## src/design/opke_pkg.sv

```systemverilog
package opke_pkg;

  // Column type codes
  localparam logic [3:0] COL_I8      = 4'd0;
  localparam logic [3:0] COL_I16     = 4'd1;
  localparam logic [3:0] COL_I32     = 4'd2;
  localparam logic [3:0] COL_I64     = 4'd3;
  localparam logic [3:0] COL_U64     = 4'd4;
  localparam logic [3:0] COL_BOOL    = 4'd5;
  localparam logic [3:0] COL_DATE    = 4'd6;
  localparam logic [3:0] COL_TS      = 4'd7;
  localparam logic [3:0] COL_DEC     = 4'd8;
  localparam logic [3:0] COL_WIDE    = 4'd9;
  localparam logic [3:0] COL_CHAR    = 4'd10;
  localparam logic [3:0] COL_VARCHAR = 4'd11;
  localparam logic [3:0] COL_FLOAT   = 4'd12;

  // Value kind codes
  localparam logic [2:0] VK_INT  = 3'd0;
  localparam logic [2:0] VK_STR  = 3'd1;
  localparam logic [2:0] VK_DEC  = 3'd2;
  localparam logic [2:0] VK_WIDE = 3'd3;
  localparam logic [2:0] VK_NULL = 3'd4;

  // Result status codes
  localparam logic [2:0] ST_OK      = 3'd0;
  localparam logic [2:0] ST_KIND    = 3'd1;
  localparam logic [2:0] ST_RANGE   = 3'd2;
  localparam logic [2:0] ST_FLOAT   = 3'd3;
  localparam logic [2:0] ST_NULL    = 3'd4;
  localparam logic [2:0] ST_ZERO    = 3'd5;
  localparam logic [2:0] ST_SCALE   = 3'd6;
  localparam logic [2:0] ST_UNKNOWN = 3'd7;

  // Mark byte plus up to 16 value bytes
  localparam int unsigned KEY_BUF_BYTES = 17;
  localparam int unsigned KEY_CNT_W     = 5;

  // One decoded item: left-aligned key bytes, then optional zero padding
  typedef struct packed {
    logic [8*KEY_BUF_BYTES-1:0] key_bytes;
    logic [KEY_CNT_W-1:0]       key_cnt;
    logic [2:0]                 status;
    logic                       done;
  } job_t;

endpackage

```

## src/design/opke_front.sv

```systemverilog
module opke_front import opke_pkg::*; #(
  parameter int unsigned STRING_KEY_BYTES = 32,
  parameter int unsigned PW = $clog2(STRING_KEY_BYTES + 1)
) (
  input  logic               clk_i,
  input  logic               rst_ni,
  input  logic               accept_i,
  input  logic [7:0]         present_mark_i,
  input  logic [3:0]         col_type_i,
  input  logic [15:0]        col_len_i,
  input  logic [7:0]         col_scale_i,
  input  logic [2:0]         val_kind_i,
  input  logic [7:0]         val_scale_i,
  input  logic signed [63:0] val_low_i,
  input  logic signed [63:0] val_high_i,
  input  logic [7:0]         str_byte_i,
  input  logic               str_last_i,
  input  logic               str_empty_i,
  output job_t               job_o,
  output logic [PW-1:0]      pad_cnt_o,
  output logic               has_job_o
);

  logic          in_string_q, in_string_d;
  logic          skipping_q, skipping_d;
  logic [PW-1:0] str_pos_q, str_pos_d;
  logic [PW-1:0] str_width_q, str_width_d;

  logic          follows;
  logic [PW-1:0] char_width;
  logic [63:0]   lo;
  logic [63:0]   hi;

  always_comb begin
    follows = (val_kind_i == VK_STR) && !str_last_i;
    char_width = (col_len_i < 16'(STRING_KEY_BYTES)) ? col_len_i[PW-1:0]
                                                     : PW'(STRING_KEY_BYTES);
    lo = val_low_i;
    hi = val_high_i;
  end

  // Item decode and string tracking
  always_comb begin
    logic          fail;
    logic [2:0]    fail_st;
    logic          fail_fol;
    logic          feed;
    logic          start;
    logic [PW-1:0] pos_in;
    logic [PW-1:0] wid_in;
    logic          put;
    logic [PW-1:0] pos1;
    logic [127:0]  data;

    fail     = 1'b0;
    fail_st  = ST_OK;
    fail_fol = 1'b0;
    feed     = 1'b0;
    start    = 1'b0;
    pos_in   = str_pos_q;
    wid_in   = str_width_q;
    put      = 1'b0;
    pos1     = '0;
    data     = '0;

    job_o       = '0;
    pad_cnt_o   = '0;
    in_string_d = in_string_q;
    skipping_d  = skipping_q;
    str_pos_d   = str_pos_q;
    str_width_d = str_width_q;

    if (in_string_q) begin
      if (skipping_q) begin
        if (str_last_i) begin
          in_string_d = 1'b0;
          skipping_d  = 1'b0;
        end
      end else begin
        feed = 1'b1;
      end
    end else begin
      // type checks
      case (col_type_i) inside
        COL_FLOAT: begin
          fail = 1'b1; fail_st = ST_FLOAT; fail_fol = follows;
        end
        COL_CHAR: begin
          if (char_width == '0) begin
            fail = 1'b1; fail_st = ST_ZERO; fail_fol = follows;
          end
        end
        COL_I8, COL_I16, COL_I32, COL_I64, COL_U64, COL_BOOL, COL_DATE, COL_TS,
        COL_DEC, COL_WIDE, COL_VARCHAR: begin
        end
        default: begin
          fail = 1'b1; fail_st = ST_UNKNOWN; fail_fol = follows;
        end
      endcase

      if (!fail && val_kind_i == VK_NULL) begin
        fail = 1'b1; fail_st = ST_NULL; fail_fol = 1'b0;
      end

      // value checks and byte layout
      if (!fail) begin
        case (col_type_i) inside
          COL_I8: begin
            if (val_kind_i != VK_INT) begin
              fail = 1'b1; fail_st = ST_KIND; fail_fol = follows;
            end else if (!((&lo[63:7]) || !(|lo[63:7]))) begin
              fail = 1'b1; fail_st = ST_RANGE;
            end else begin
              data = {~lo[7], lo[6:0], 120'd0};
              job_o.key_cnt = KEY_CNT_W'(2);
            end
          end
          COL_I16: begin
            if (val_kind_i != VK_INT) begin
              fail = 1'b1; fail_st = ST_KIND; fail_fol = follows;
            end else if (!((&lo[63:15]) || !(|lo[63:15]))) begin
              fail = 1'b1; fail_st = ST_RANGE;
            end else begin
              data = {~lo[15], lo[14:0], 112'd0};
              job_o.key_cnt = KEY_CNT_W'(3);
            end
          end
          COL_I32, COL_DATE: begin
            if (val_kind_i != VK_INT) begin
              fail = 1'b1; fail_st = ST_KIND; fail_fol = follows;
            end else if (!((&lo[63:31]) || !(|lo[63:31]))) begin
              fail = 1'b1; fail_st = ST_RANGE;
            end else begin
              data = {~lo[31], lo[30:0], 96'd0};
              job_o.key_cnt = KEY_CNT_W'(5);
            end
          end
          COL_I64, COL_TS: begin
            if (val_kind_i != VK_INT) begin
              fail = 1'b1; fail_st = ST_KIND; fail_fol = follows;
            end else begin
              data = {~lo[63], lo[62:0], 64'd0};
              job_o.key_cnt = KEY_CNT_W'(9);
            end
          end
          COL_BOOL: begin
            if (val_kind_i != VK_INT || (|lo[63:1])) begin
              fail = 1'b1; fail_st = ST_KIND; fail_fol = follows;
            end else begin
              data = {lo[7:0], 120'd0};
              job_o.key_cnt = KEY_CNT_W'(2);
            end
          end
          COL_U64: begin
            if (val_kind_i != VK_INT) begin
              fail = 1'b1; fail_st = ST_KIND; fail_fol = follows;
            end else begin
              data = {lo, 64'd0};
              job_o.key_cnt = KEY_CNT_W'(9);
            end
          end
          COL_DEC: begin
            if (val_kind_i != VK_DEC) begin
              fail = 1'b1; fail_st = ST_KIND; fail_fol = follows;
            end else if (val_scale_i != col_scale_i) begin
              fail = 1'b1; fail_st = ST_SCALE;
            end else begin
              data = {~lo[63], lo[62:0], 64'd0};
              job_o.key_cnt = KEY_CNT_W'(9);
            end
          end
          COL_WIDE: begin
            if (val_kind_i != VK_WIDE) begin
              fail = 1'b1; fail_st = ST_KIND; fail_fol = follows;
            end else if (val_scale_i != col_scale_i) begin
              fail = 1'b1; fail_st = ST_SCALE;
            end else begin
              data = {~hi[63], hi[62:0], lo};
              job_o.key_cnt = KEY_CNT_W'(17);
            end
          end
          default: begin
            // char and varchar
            if (val_kind_i != VK_STR) begin
              fail = 1'b1; fail_st = ST_KIND;
            end else begin
              feed   = 1'b1;
              start  = 1'b1;
              pos_in = '0;
              wid_in = (col_type_i == COL_CHAR) ? char_width : PW'(STRING_KEY_BYTES);
              str_width_d = wid_in;
            end
          end
        endcase
      end

      job_o.key_bytes = {present_mark_i, data};
      job_o.done      = 1'b1;
    end

    // one string byte, padding and truncation
    if (feed) begin
      put  = !str_empty_i && (pos_in < wid_in);
      pos1 = pos_in + PW'(put);
      if (start) begin
        job_o.key_bytes = {present_mark_i, str_byte_i, 120'd0};
        job_o.key_cnt   = KEY_CNT_W'(put) + KEY_CNT_W'(1);
      end else begin
        job_o.key_bytes = {str_byte_i, 128'd0};
        job_o.key_cnt   = KEY_CNT_W'(put);
      end
      if (str_last_i) begin
        pad_cnt_o   = wid_in - pos1;
        str_pos_d   = wid_in;
        job_o.done  = 1'b1;
        in_string_d = 1'b0;
        skipping_d  = 1'b0;
      end else if (pos1 >= wid_in) begin
        str_pos_d   = pos1;
        job_o.done  = 1'b1;
        in_string_d = 1'b1;
        skipping_d  = 1'b1;
      end else begin
        str_pos_d   = pos1;
        job_o.done  = 1'b0;
        in_string_d = 1'b1;
        skipping_d  = 1'b0;
      end
    end

    // error: a single zero byte with status
    if (fail) begin
      job_o.key_bytes = '0;
      job_o.key_cnt   = KEY_CNT_W'(1);
      job_o.status    = fail_st;
      job_o.done      = 1'b1;
      pad_cnt_o       = '0;
      if (fail_fol) begin
        in_string_d = 1'b1;
        skipping_d  = 1'b1;
      end
    end

    has_job_o = (job_o.key_cnt != '0) || (pad_cnt_o != '0);
  end

  // String state advances on each input transfer
  always_ff @(posedge clk_i or negedge rst_ni) begin
    if (!rst_ni) begin
      in_string_q <= 1'b0;
      skipping_q  <= 1'b0;
      str_pos_q   <= '0;
      str_width_q <= '0;
    end else if (accept_i) begin
      in_string_q <= in_string_d;
      skipping_q  <= skipping_d;
      str_pos_q   <= str_pos_d;
      str_width_q <= str_width_d;
    end
  end

endmodule

```

## src/design/opke_serial.sv

```systemverilog
module opke_serial import opke_pkg::*; #(
  parameter int unsigned PW = 6
) (
  input  logic          clk_i,
  input  logic          rst_ni,
  input  logic          load_i,
  input  job_t          job_i,
  input  logic [PW-1:0] pad_cnt_i,
  input  logic          has_job_i,
  output logic          busy_o,
  input  logic          out_stall_i,
  output logic          out_valid_o,
  output logic [7:0]    key_byte_o,
  output logic [2:0]    status_o,
  output logic          last_o
);

  localparam int unsigned KW = 8 * KEY_BUF_BYTES;

  logic                 job_valid_q;
  logic [KW-1:0]        key_q;
  logic [KEY_CNT_W-1:0] key_left_q;
  logic [PW-1:0]        pad_left_q;
  logic [2:0]           status_q;
  logic                 done_q;

  logic       out_valid_q;
  logic [7:0] out_byte_q;
  logic [2:0] out_status_q;
  logic       out_last_q;

  logic out_free;
  logic beat;
  logic final_beat;

  always_comb begin
    out_free   = !out_valid_q || !out_stall_i;
    beat       = job_valid_q && out_free;
    final_beat = ((key_left_q == KEY_CNT_W'(1)) && (pad_left_q == '0)) ||
                 ((key_left_q == '0) && (pad_left_q == PW'(1)));
    // the next item may enter as the current one sends its final byte
    busy_o     = job_valid_q && !(beat && final_beat);
  end

  // Active job: control
  always_ff @(posedge clk_i or negedge rst_ni) begin
    if (!rst_ni) begin
      job_valid_q <= 1'b0;
      key_left_q  <= '0;
      pad_left_q  <= '0;
    end else if (load_i) begin
      job_valid_q <= has_job_i;
      key_left_q  <= job_i.key_cnt;
      pad_left_q  <= pad_cnt_i;
    end else if (beat) begin
      if (final_beat) begin
        job_valid_q <= 1'b0;
      end
      if (key_left_q != '0) begin
        key_left_q <= key_left_q - KEY_CNT_W'(1);
      end else begin
        pad_left_q <= pad_left_q - PW'(1);
      end
    end
  end

  // Active job: key bytes shift out from the top
  always_ff @(posedge clk_i) begin
    if (load_i) begin
      key_q    <= job_i.key_bytes;
      status_q <= job_i.status;
      done_q   <= job_i.done;
    end else if (beat) begin
      key_q <= {key_q[KW-9:0], 8'd0};
    end
  end

  // Output register
  always_ff @(posedge clk_i or negedge rst_ni) begin
    if (!rst_ni) begin
      out_valid_q <= 1'b0;
    end else if (beat) begin
      out_valid_q <= 1'b1;
    end else if (!out_stall_i) begin
      out_valid_q <= 1'b0;
    end
  end

  always_ff @(posedge clk_i) begin
    if (beat) begin
      out_byte_q   <= (key_left_q != '0) ? key_q[KW-1 -: 8] : 8'd0;
      out_status_q <= status_q;
      out_last_q   <= final_beat && done_q;
    end
  end

  assign out_valid_o = out_valid_q;
  assign key_byte_o  = out_byte_q;
  assign status_o    = out_status_q;
  assign last_o      = out_last_q;

endmodule

```

## src/design/order_preserving_key_encoder.sv

```systemverilog
// Channel   Direction  Handshake                  Payload
// in        input      in_valid_i / in_stall_o    one column value or one string byte
// out       output     out_valid_o / out_stall_i  key_byte_o, status_o, last_o
// cfg       input      cfg_wr_en_i                cfg_wr_data_i (present mark)
//
// One key byte leaves per cycle while the output does not stall; the next item
// waits at the input until the active job sends its final key byte, and an item
// with no bytes leaves no active job. The first byte passes through the job
// register, then the output register. The shift register of the active job sets the rate.
// Reset sets the present mark to 1 and leaves no string open.
// A stall on the output holds the output register; the input stalls only
// while the active job still has bytes to send.
module order_preserving_key_encoder import opke_pkg::*; #(
  parameter int unsigned STRING_KEY_BYTES = 32
) (
  input  logic               clk_i,
  input  logic               rst_ni,
  input  logic               in_valid_i,
  output logic               in_stall_o,
  input  logic [3:0]         col_type_i,
  input  logic [15:0]        col_len_i,
  input  logic [7:0]         col_scale_i,
  input  logic [2:0]         val_kind_i,
  input  logic [7:0]         val_scale_i,
  input  logic signed [63:0] val_low_i,
  input  logic signed [63:0] val_high_i,
  input  logic [7:0]         str_byte_i,
  input  logic               str_last_i,
  input  logic               str_empty_i,
  output logic               out_valid_o,
  input  logic               out_stall_i,
  output logic [7:0]         key_byte_o,
  output logic [2:0]         status_o,
  output logic               last_o,
  input  logic               cfg_wr_en_i,
  input  logic [7:0]         cfg_wr_data_i
);

  localparam int unsigned PW = $clog2(STRING_KEY_BYTES + 1);

  logic [7:0]    present_mark_q;
  logic          accept;
  logic          busy;
  job_t          job;
  logic [PW-1:0] pad_cnt;
  logic          has_job;

  assign in_stall_o = busy;
  assign accept     = in_valid_i && !busy;

  // Present mark register
  always_ff @(posedge clk_i or negedge rst_ni) begin
    if (!rst_ni) begin
      present_mark_q <= 8'd1;
    end else if (cfg_wr_en_i) begin
      present_mark_q <= cfg_wr_data_i;
    end
  end

  opke_front #(
    .STRING_KEY_BYTES(STRING_KEY_BYTES),
    .PW              (PW)
  ) u_front (
    .clk_i         (clk_i),
    .rst_ni        (rst_ni),
    .accept_i      (accept),
    .present_mark_i(present_mark_q),
    .col_type_i    (col_type_i),
    .col_len_i     (col_len_i),
    .col_scale_i   (col_scale_i),
    .val_kind_i    (val_kind_i),
    .val_scale_i   (val_scale_i),
    .val_low_i     (val_low_i),
    .val_high_i    (val_high_i),
    .str_byte_i    (str_byte_i),
    .str_last_i    (str_last_i),
    .str_empty_i   (str_empty_i),
    .job_o         (job),
    .pad_cnt_o     (pad_cnt),
    .has_job_o     (has_job)
  );

  opke_serial #(
    .PW(PW)
  ) u_serial (
    .clk_i      (clk_i),
    .rst_ni     (rst_ni),
    .load_i     (accept),
    .job_i      (job),
    .pad_cnt_i  (pad_cnt),
    .has_job_i  (has_job),
    .busy_o     (busy),
    .out_stall_i(out_stall_i),
    .out_valid_o(out_valid_o),
    .key_byte_o (key_byte_o),
    .status_o   (status_o),
    .last_o     (last_o)
  );

endmodule
```

## config.mk

```make
export PLATFORM = sky130hd
export DESIGN_NAME = order_preserving_key_encoder
export DESIGN_NICKNAME = d
export VERILOG_FILES = /design/src/design/opke_pkg.sv /design/src/design/opke_front.sv /design/src/design/opke_serial.sv /design/src/design/order_preserving_key_encoder.sv
export SDC_FILE = /design/constraint.sdc
export NUM_CORES = 1
export LEC_CHECK = 0
export CAP_MARGIN = 10
export CORE_UTILIZATION = 50
export CTS_BUF_LIST = sky130_fd_sc_hd__clkbuf_4
export CTS_CLUSTER_SIZE = 25
export DETAILED_ROUTE_END_ITERATION = 12
export DONT_BUFFER_PORTS = 1
export PLACE_DENSITY_LB_ADDON = 0.2
export SYNTH_ARGS = -nofsm -noshare
export SYNTH_HDL_FRONTEND = slang
export SYNTH_SLANG_ARGS = --single-unit
```

## constraint.sdc

```tcl
create_clock -name clk_i -period 5.94 [get_ports clk_i]
set_clock_uncertainty 0.15 [all_clocks]
set_input_delay 0.891 -clock clk_i [delete_from_list [all_inputs] [get_ports clk_i]]
set_output_delay 0.891 -clock clk_i [all_outputs]
set_load 0.005 [all_outputs]
```

==> results of run 1 <==
-- state kept, by name, summed over array words and instances (netlist names) --
name,flops
u_serial.key_q,136
present_mark_q,8
u_serial.key_byte_o,8
u_front.str_pos_q,6
u_front.str_width_q,6
u_serial.pad_left_q,6
u_serial.key_left_q,5
u_serial.status_o,3
u_serial.status_q,3
u_front.in_string_q,1
u_front.skipping_q,1
u_serial.done_q,1
u_serial.job_valid_q,1
u_serial.last_o,1
u_serial.out_valid_o,1
-- per-stage QoR --
stage	cell area [um^2]	worst slack, ns	total power [mW]
detailed placement	11300	0.0865	2.64
global placement	11300	0.0988	2.62
finish	11600	0.636	3.33
floorplan	11000	0.0725	2.45
global route	11600	0.174	3.49
CTS	11600	0.707	3.33
-- power breakdown --
group	leakage, nW	switching, mW	total [mW]	internal (mW)
clock	0.143	0.512	0.702	0.190
sequential	1.94	0.109	1.91	1.80
combinational	2.03	0.436	0.722	0.286
-- worst register-to-register path, delay by kind of cell, from the launching register on --
family | cells | cell delay [ns]
xor gates and xnor gates | 1 | 0.14
AOI/OAI and AO/OA | 8 | 1.30
DFF | 1 | 0.52
adders and majority gates | 3 | 0.88
buffers and inverters | 1 | 0.12
and+or+nand+nor | 7 | 1.90
-- area by class of cell --
| class | count | area share, % |
|---|---|---|
| diodes | 2 | 0.0431 |
| clock buffers | 17 | 1.10 |
| clock inverters | 15 | 1.31 |
| inverters | 25 | 0.807 |
| multi-input cells | 818 | 44.8 |
| flip-flops and latches | 187 | 46.8 |
| well taps | 280 | 3.01 |
| repair buffers | 29 | 2.11 |
-- routing by layer --
| layer | GRT usage [%] | part of all wire, % |
|---|---|---|
| met5 | 0 | 0 |
| met4 | 9.45 | 3.3 |
| met3 | 8.82 | 12 |
| met2 | 44.8 | 42 |
| met1 | 46.6 | 43 |
-- cell usage in the layout, fill, tap and decap left out, types with 25 or more instances in the layout --
cell      instances
edfxtp_1        152
nand2_1         135
o21ai_0          94
a22o_1           65
a21oi_1          61
a22oi_1          57
nor2_1           51
dfrtp_1          34
nand4_1          29
nor4_1           26
buf_4            26
inv_1            25
-- kinds of logic (layout without fill, tap and decap cells) --
kind of cell / count (synthesis) / in the layout
fa+ha+maj: 18 / 18
flops: 187 / 187
compound gates: 392 / 392
other cells: 0 / 2
buf+inv: 102 / 86
mux: 10 / 10
simple gates: 375 / 375
xor+xnor: 23 / 23
-- repair_timing --
action                                 4_1_cts  5_1_grt
endpoints found under the hold margin       35        0
gates resized for setup                      0        0
hold buffers                                 2        0
-- how the worst max path moves through the flow --
stage / start / endpoint / slack (ns) / cells past startpoint
floorplan: val_kind_i[1] / u_serial.job_valid_q / 0.07 / 24
global placement: val_kind_i[1] / u_serial.job_valid_q / 0.1 / 21
detailed placement: val_kind_i[1] / u_serial.job_valid_q / 0.09 / 21
CTS: val_kind_i[1] / u_serial.job_valid_q / 0.71 / 21
global route: col_len_i[15] / u_serial.job_valid_q / 0.17 / 22
finish: val_kind_i[1] / u_serial.job_valid_q / 0.64 / 21
==> summary.txt, run 1 <==
Timing
  • Hold Violations, Final: 0
  • Unrepaired setup endpoints after global routing: false
  • Relative slew margins: 40.0%
  • Final hold slack: 0.232 ns
  • Slew Viols, Final: 0
  • Post-layout min period: 5.30 ns
  • Final period util: 89.3%
  • Max Clock Freq: 0.189 GHz
  • Least-Margin Pin Slew: 0.899 ns
  • Setup TNS Final: 0 ns
  • Setup Viol. Count Final: 0

Logic synthesis
  • Share of the synthesized area in the top cell type: 41.3%
  • Main combinational cell family by area after synthesis: compound AO/OA/AOI/OAI gates
  • Ys Warns: 0
  • Compound-Gate Fraction of Synth Area: 24.6%
  • Sequential-to-total area share from yosys stat: 49.3%
  • EDFF count, synth: 152
  • Asr flop ratio synth: 18.7%
  • Yosys reg bits: 187
  • Cell variety after synth: 72
  • Cells after Synth: 1,107
  • Synth cell count leaders: edfxtp_1, nand2_1, o21ai_0
  • Post-Syn Nets: 1,314
  • Syn_area_per_cell: 9.97 um^2
  • Post-synthesis mux area share: 1.01%
  • Post-Synth XOR/XNOR Area: 1.82%
  • Post-synthesis simple-gate area fraction: 17.4%
  • Area share of fa/ha/maj cells after synthesis: 2.08%
  • Synth Flop Type: edfxtp_1
  • Synth top area cells: edfxtp_1, dfrtp_1, a22o_1
  • Most numerous cell in the Yosys netlist: edfxtp_1
  • Area leader, netlist: edfxtp_1
  • Synth Cell Area: 11,000 um^2

Die
  • IO Pins: 204
  • Rows: 54
  • Die footprint: 22,700 um^2
  • Initial Util: 50.8%
  • Die W: 151 um
  • Core area: 21,800 um^2
  • Die Y: 151 um

Critical path
  • Crit-path cells: or3b_2 > nor4b_1 > o21ai_0 > a22oi_1 > ha_1 > a31o_2 > a21o_1 > a21o_1 > a31oi_1 > ha_1 > and3_1 > nand3_1 > xor2_1 > or2_2 > ha_1 > inv_1 > nor3_1 > o21ai_0 > o31ai_1 > nor3b_1 > a41oi_1
  • RR Endpoint: u_serial.job_valid_q
  • Startpoint Class: input pin
  • R2r worst-path depth: 20
  • Worst stage delay on the critical path: 0.46 ns
  • Top cell family by delay on the critical path: compound AO/OA/AOI/OAI gates
  • Reg-to-Reg Start: u_front.in_string_q
  • Worst path slowest cell: or3b_2
  • Critical Setup Path Class: in -> reg
  • Worst path required time: 6.26 ns
  • R2R Setup Slk: 0.80 ns
  • CP bufs+invs: 1
  • Critical path's most frequent cell: ha_1
  • Critical Path AT: 5.62 ns
  • Crit end category: register
  • Critical path fanouts, max: 9

Cells and area
  • Post-Layout Cell Count: 1,373
  • Net count, final: 1,285
  • Reg area: 5440 um^2
  • Layout area overhead: 5.26%
  • # fillers: 1,997
  • Final core utilization: 53.4%
  • Multi-input gate area: 5210 um^2
  • Layout cells sized above 1: 9.26%

Routing
  • Final antenna-violating net count: 0
  • DRT Pass-1 Iters: 9
  • Drt drc: 0
  • Via count: 9,462
  • Via/cell ratio: 6.89
  • Routed WL: 35.7 mm
  • DR iter-0 viols: 1,268
  • Routed len/inst: 26.0 um

Global routing
  • Global-route wire length before repair: 52.1 mm
  • Vias in the first global route: 8,476
  • Largest net degree at the start of global routing: 72
  • Gr usage total: 31.6%
  • Antenna violations before repair: 1
  • Gr ovfl total: 0

Min path
  • Min-Delay Startpoint: str_last_i
  • Hold Path Class: in -> reg
  • Hold path endpoint: u_front.in_string_q
  • Hold Crit Depth: 1

Placement
  • Dpl cells: 1,337
  • DP HPWL: 25.7 mm
  • RD Place Congestion: 0.929
  • PortBufs: 0

CTS
  • CTS Buffer Depth: 2
  • Clock transition at path regs: 0.17 ns
  • CTS Root Cell: clkbuf_4
  • CTS tree: yes
  • Num Clock Sinks: 187
  • CTS Buf Count: 17
  • H-tree depth: 4
  • Clock Latency Late Sink: 0.58 ns
  • Setup bufs post-CTS: 0

Pwr
  • Power Density: 286 nW/um^2
  • Leakage Power: 4.11 nW
  • Worst VDD drop: 0.179 mV

Run
  • Maxcap violations: 0

Status
  • Status: completed
No activity file was read; power rests on OpenSTA's default activity.
==> run 2, diff against run 1 <==
--- a/config.mk
+++ b/config.mk
@@ -14,4 +14,5 @@
 export PLACE_DENSITY_LB_ADDON = 0.2
 export SYNTH_ARGS = -nofsm -noshare
 export SYNTH_HDL_FRONTEND = slang
+export SYNTH_HIERARCHICAL = 1
 export SYNTH_SLANG_ARGS = --single-unit
==> summary.txt, run 2 <==
Timing
  • Final period util: 89.6%
  • Least-Margin Pin Slew: 1.13 ns
  • Max Clock Freq: 0.188 GHz
  • Setup Viol. Count Final: 0
  • Unrepaired setup endpoints after global routing: false
  • Relative slew margins: 24.9%
  • Slew Viols, Final: 0
  • Setup TNS Final: 0 ns
  • Post-layout min period: 5.32 ns
  • Final setup margin: 0.615 ns
  • Final hold slack: 0.215 ns
  • Hold Violations, Final: 0

Pwr
  • Power Density: 395 nW/um^2
  • Worst VDD drop: 0.346 mV
  • Leakage Power: 4.36 nW
  • Post-route total power: 4.96 mW

Logic synthesis
  • Sequential-to-total area share from yosys stat: 45.6%
  • Cells after Synth: 1,148
  • Yosys reg bits: 187
  • Post-Syn Nets: 1,356
  • Synth top area cells: edfxtp_1, mux2_2, dfrtp_1
  • Area leader, netlist: edfxtp_1
  • Synth Flop Type: edfxtp_1
  • Most numerous cell in the Yosys netlist: edfxtp_1
  • Synth Cell Area: 11,900 um^2
  • Asr flop ratio synth: 18.7%
  • Ys Warns: 6
  • EDFF count, synth: 152
  • Share of the synthesized area in the top cell type: 38.3%
  • Cell variety after synth: 75
  • Syn_area_per_cell: 10.4 um^2
  • Synth cell count leaders: edfxtp_1, mux2_2, nor2_1

Global routing
  • Vias in the first global route: 9,170
  • Gr ovfl total: 0
  • Antenna violations before repair: 5
  • Largest net degree at the start of global routing: 144
  • Global-route wire length before repair: 57.2 mm
  • Gr usage total: 31.9%

Critical path
  • Critical path's most frequent cell: ha_1
  • Critical path fanouts, max: 12
  • Crit-path cells: nor4_1 > nand4_1 > o21ai_2 > buf_4 > and2_1 > ha_1 > a21oi_1 > o21ai_0 > a211oi_1 > ha_1 > ha_1 > xnor2_1 > ha_1 > a21oi_1 > maj3_1 > o21ai_0 > mux2_2 > or4b_1 > mux2_2
  • Worst stage delay on the critical path: 0.48 ns
  • Worst path slowest cell: or4b_1
  • Critical Path AT: 5.70 ns
  • Critical Setup Path Class: in -> reg
  • Crit end category: register
  • Worst path required time: 6.31 ns
  • Startpoint Class: input pin

CTS
  • Post-CTS resize count: 0
  • H-tree depth: 4
  • CTS Root Cell: clkbuf_4
  • Setup bufs post-CTS: 0
  • CTS tree: yes
  • CTS Buffer Depth: 2
  • Num Clock Sinks: 187
  • CTS Buf Count: 17
  • Clock Latency Late Sink: 0.63 ns
  • Clock transition at path regs: 0.18 ns

Routing
  • Routed len/inst: 26.6 um
  • DRT Pass-1 Iters: 9
  • Final antenna-violating net count: 0
  • Drt drc: 0
  • DR iter-0 viols: 1,213
  • Via/cell ratio: 6.68
  • Via count: 9,623
  • Routed WL: 38.3 mm

Placement
  • Placed instance area: 12,200 um^2
  • Dpl cells: 1,402
  • PortBufs: 0
  • DP Worst Slack: 0.00111 ns
  • DP HPWL: 27.1 mm
  • RD Place Congestion: 0.909

Die
  • Initial Util: 50.9%
  • Die footprint: 24,500 um^2
  • IO Pins: 204
  • Die W: 156 um
  • Core area: 23,400 um^2
  • Die Y: 156 um
  • Rows: 56

Run
  • Maxcap violations: 0

Cells and area
  • Top reg by flops: u_serial/key_q
  • Final core utilization: 53.7%
  • Most frequent cells in the layout: edfxtp_1, mux2_2, nor2_1
  • Max reg flops: 136
  • Design Area, Final: 12,600 um^2
  • Post-Layout Cell Count: 1,440
  • Layout area overhead: 5.48%
  • Layout cells sized above 1: 20.1%
  • Commonest non-fill, non-tap cell in the layout: edfxtp_1
  • Net count, final: 1,312

Status
  • Status: completed

Min path
  • Hold Path Class: in -> reg
## run 2: changes by cell type after synthesis, sizes merged, moves of 8 or more
| cell | delta |
|---|---|
| o21ai | -64 |
| o31ai | -15 |
| a221oi | -13 |
| mux2 | +134 |
| a2bb2oi | -8 |
| nor2 | +58 |
| a222oi | +8 |
| a22o | -64 |
| a31oi | +13 |
| a21o | -9 |
| nor4 | -8 |
| nand2 | -79 |
| and2 | +65 |
## run 2: cell families after synthesis
kind of cell | count (synthesis) | share of synthesized area, %
and+or+nand+nor | 425 | 19.0
AOI/OAI and AO/OA | 247 | 14.3
adders and majority gates | 19 | 2.04
muxes | 145 | 13.9
buffers and inverters | 103 | 3.44
xor gates and xnor gates | 22 | 1.62
DFF | 187 | 45.6
## run 2: final timing paths
| check | from | slack (ns) | to | depth (start not counted) |
|---|---|---|---|---|
| max in group asynchronous | rst_ni | 4.82 | present_mark_q[0] | 2 |
| hold reg to reg | u_serial/status_q[0] | 0.32 | u_serial/status_o[0] | 0 |
| min in group asynchronous | rst_ni | 0.55 | u_front/str_width_q[4] | 2 |
| setup / recovery | col_len_i[11] | 0.62 | u_serial/job_valid_q | 19 |
| hold / removal | str_last_i | 0.22 | u_front/in_string_q | 1 |
| setup reg to reg | u_front/in_string_q | 0.76 | u_serial/job_valid_q | 19 |
## run 2: where the power goes
part	switching [mW]	internal [mW]	total, mW
Combinational	0.867	0.754	1.62
Clock	0.566	0.258	0.824
Sequential	0.226	2.29	2.52
## run 2: worst max-delay path: cells and delay by family
kind / cells / cell delay [ns]
adders and majority gates: 5 / 1.42
AOI/OAI and AO/OA: 6 / 1.21
and+or+nand+nor: 4 / 1.19
muxes: 2 / 0.63
buffers and inverters: 1 / 0.25
xor gates and xnor gates: 1 / 0.11
## run 2: routing by layer
metal	routed length (um)	track usage (%)	vias to the layer above
met1	14600	40.4	4622
met2	17400	51.4	621
met3	4550	8.61	123
met5	10	0	-
met4	1690	13.4	2
li1	-	-	4255
## run 2: what timing repair did
item | CTS | global route
setup endpoints to repair | 0 | 0
hold buffers | 2 | 0
endpoints found under the hold margin | 35 | 0
## run 2: cell type report
class | count | area, um^2
timing repair buffer | 22 | 205
clock inverter | 15 | 225
antenna | 4 | 10.0
tap | 319 | 399
sequential | 187 | 5440
multi-input combinational | 858 | 6100
fill | 2129 | 10800
clock buffer | 17 | 128
inverter | 18 | 67.6
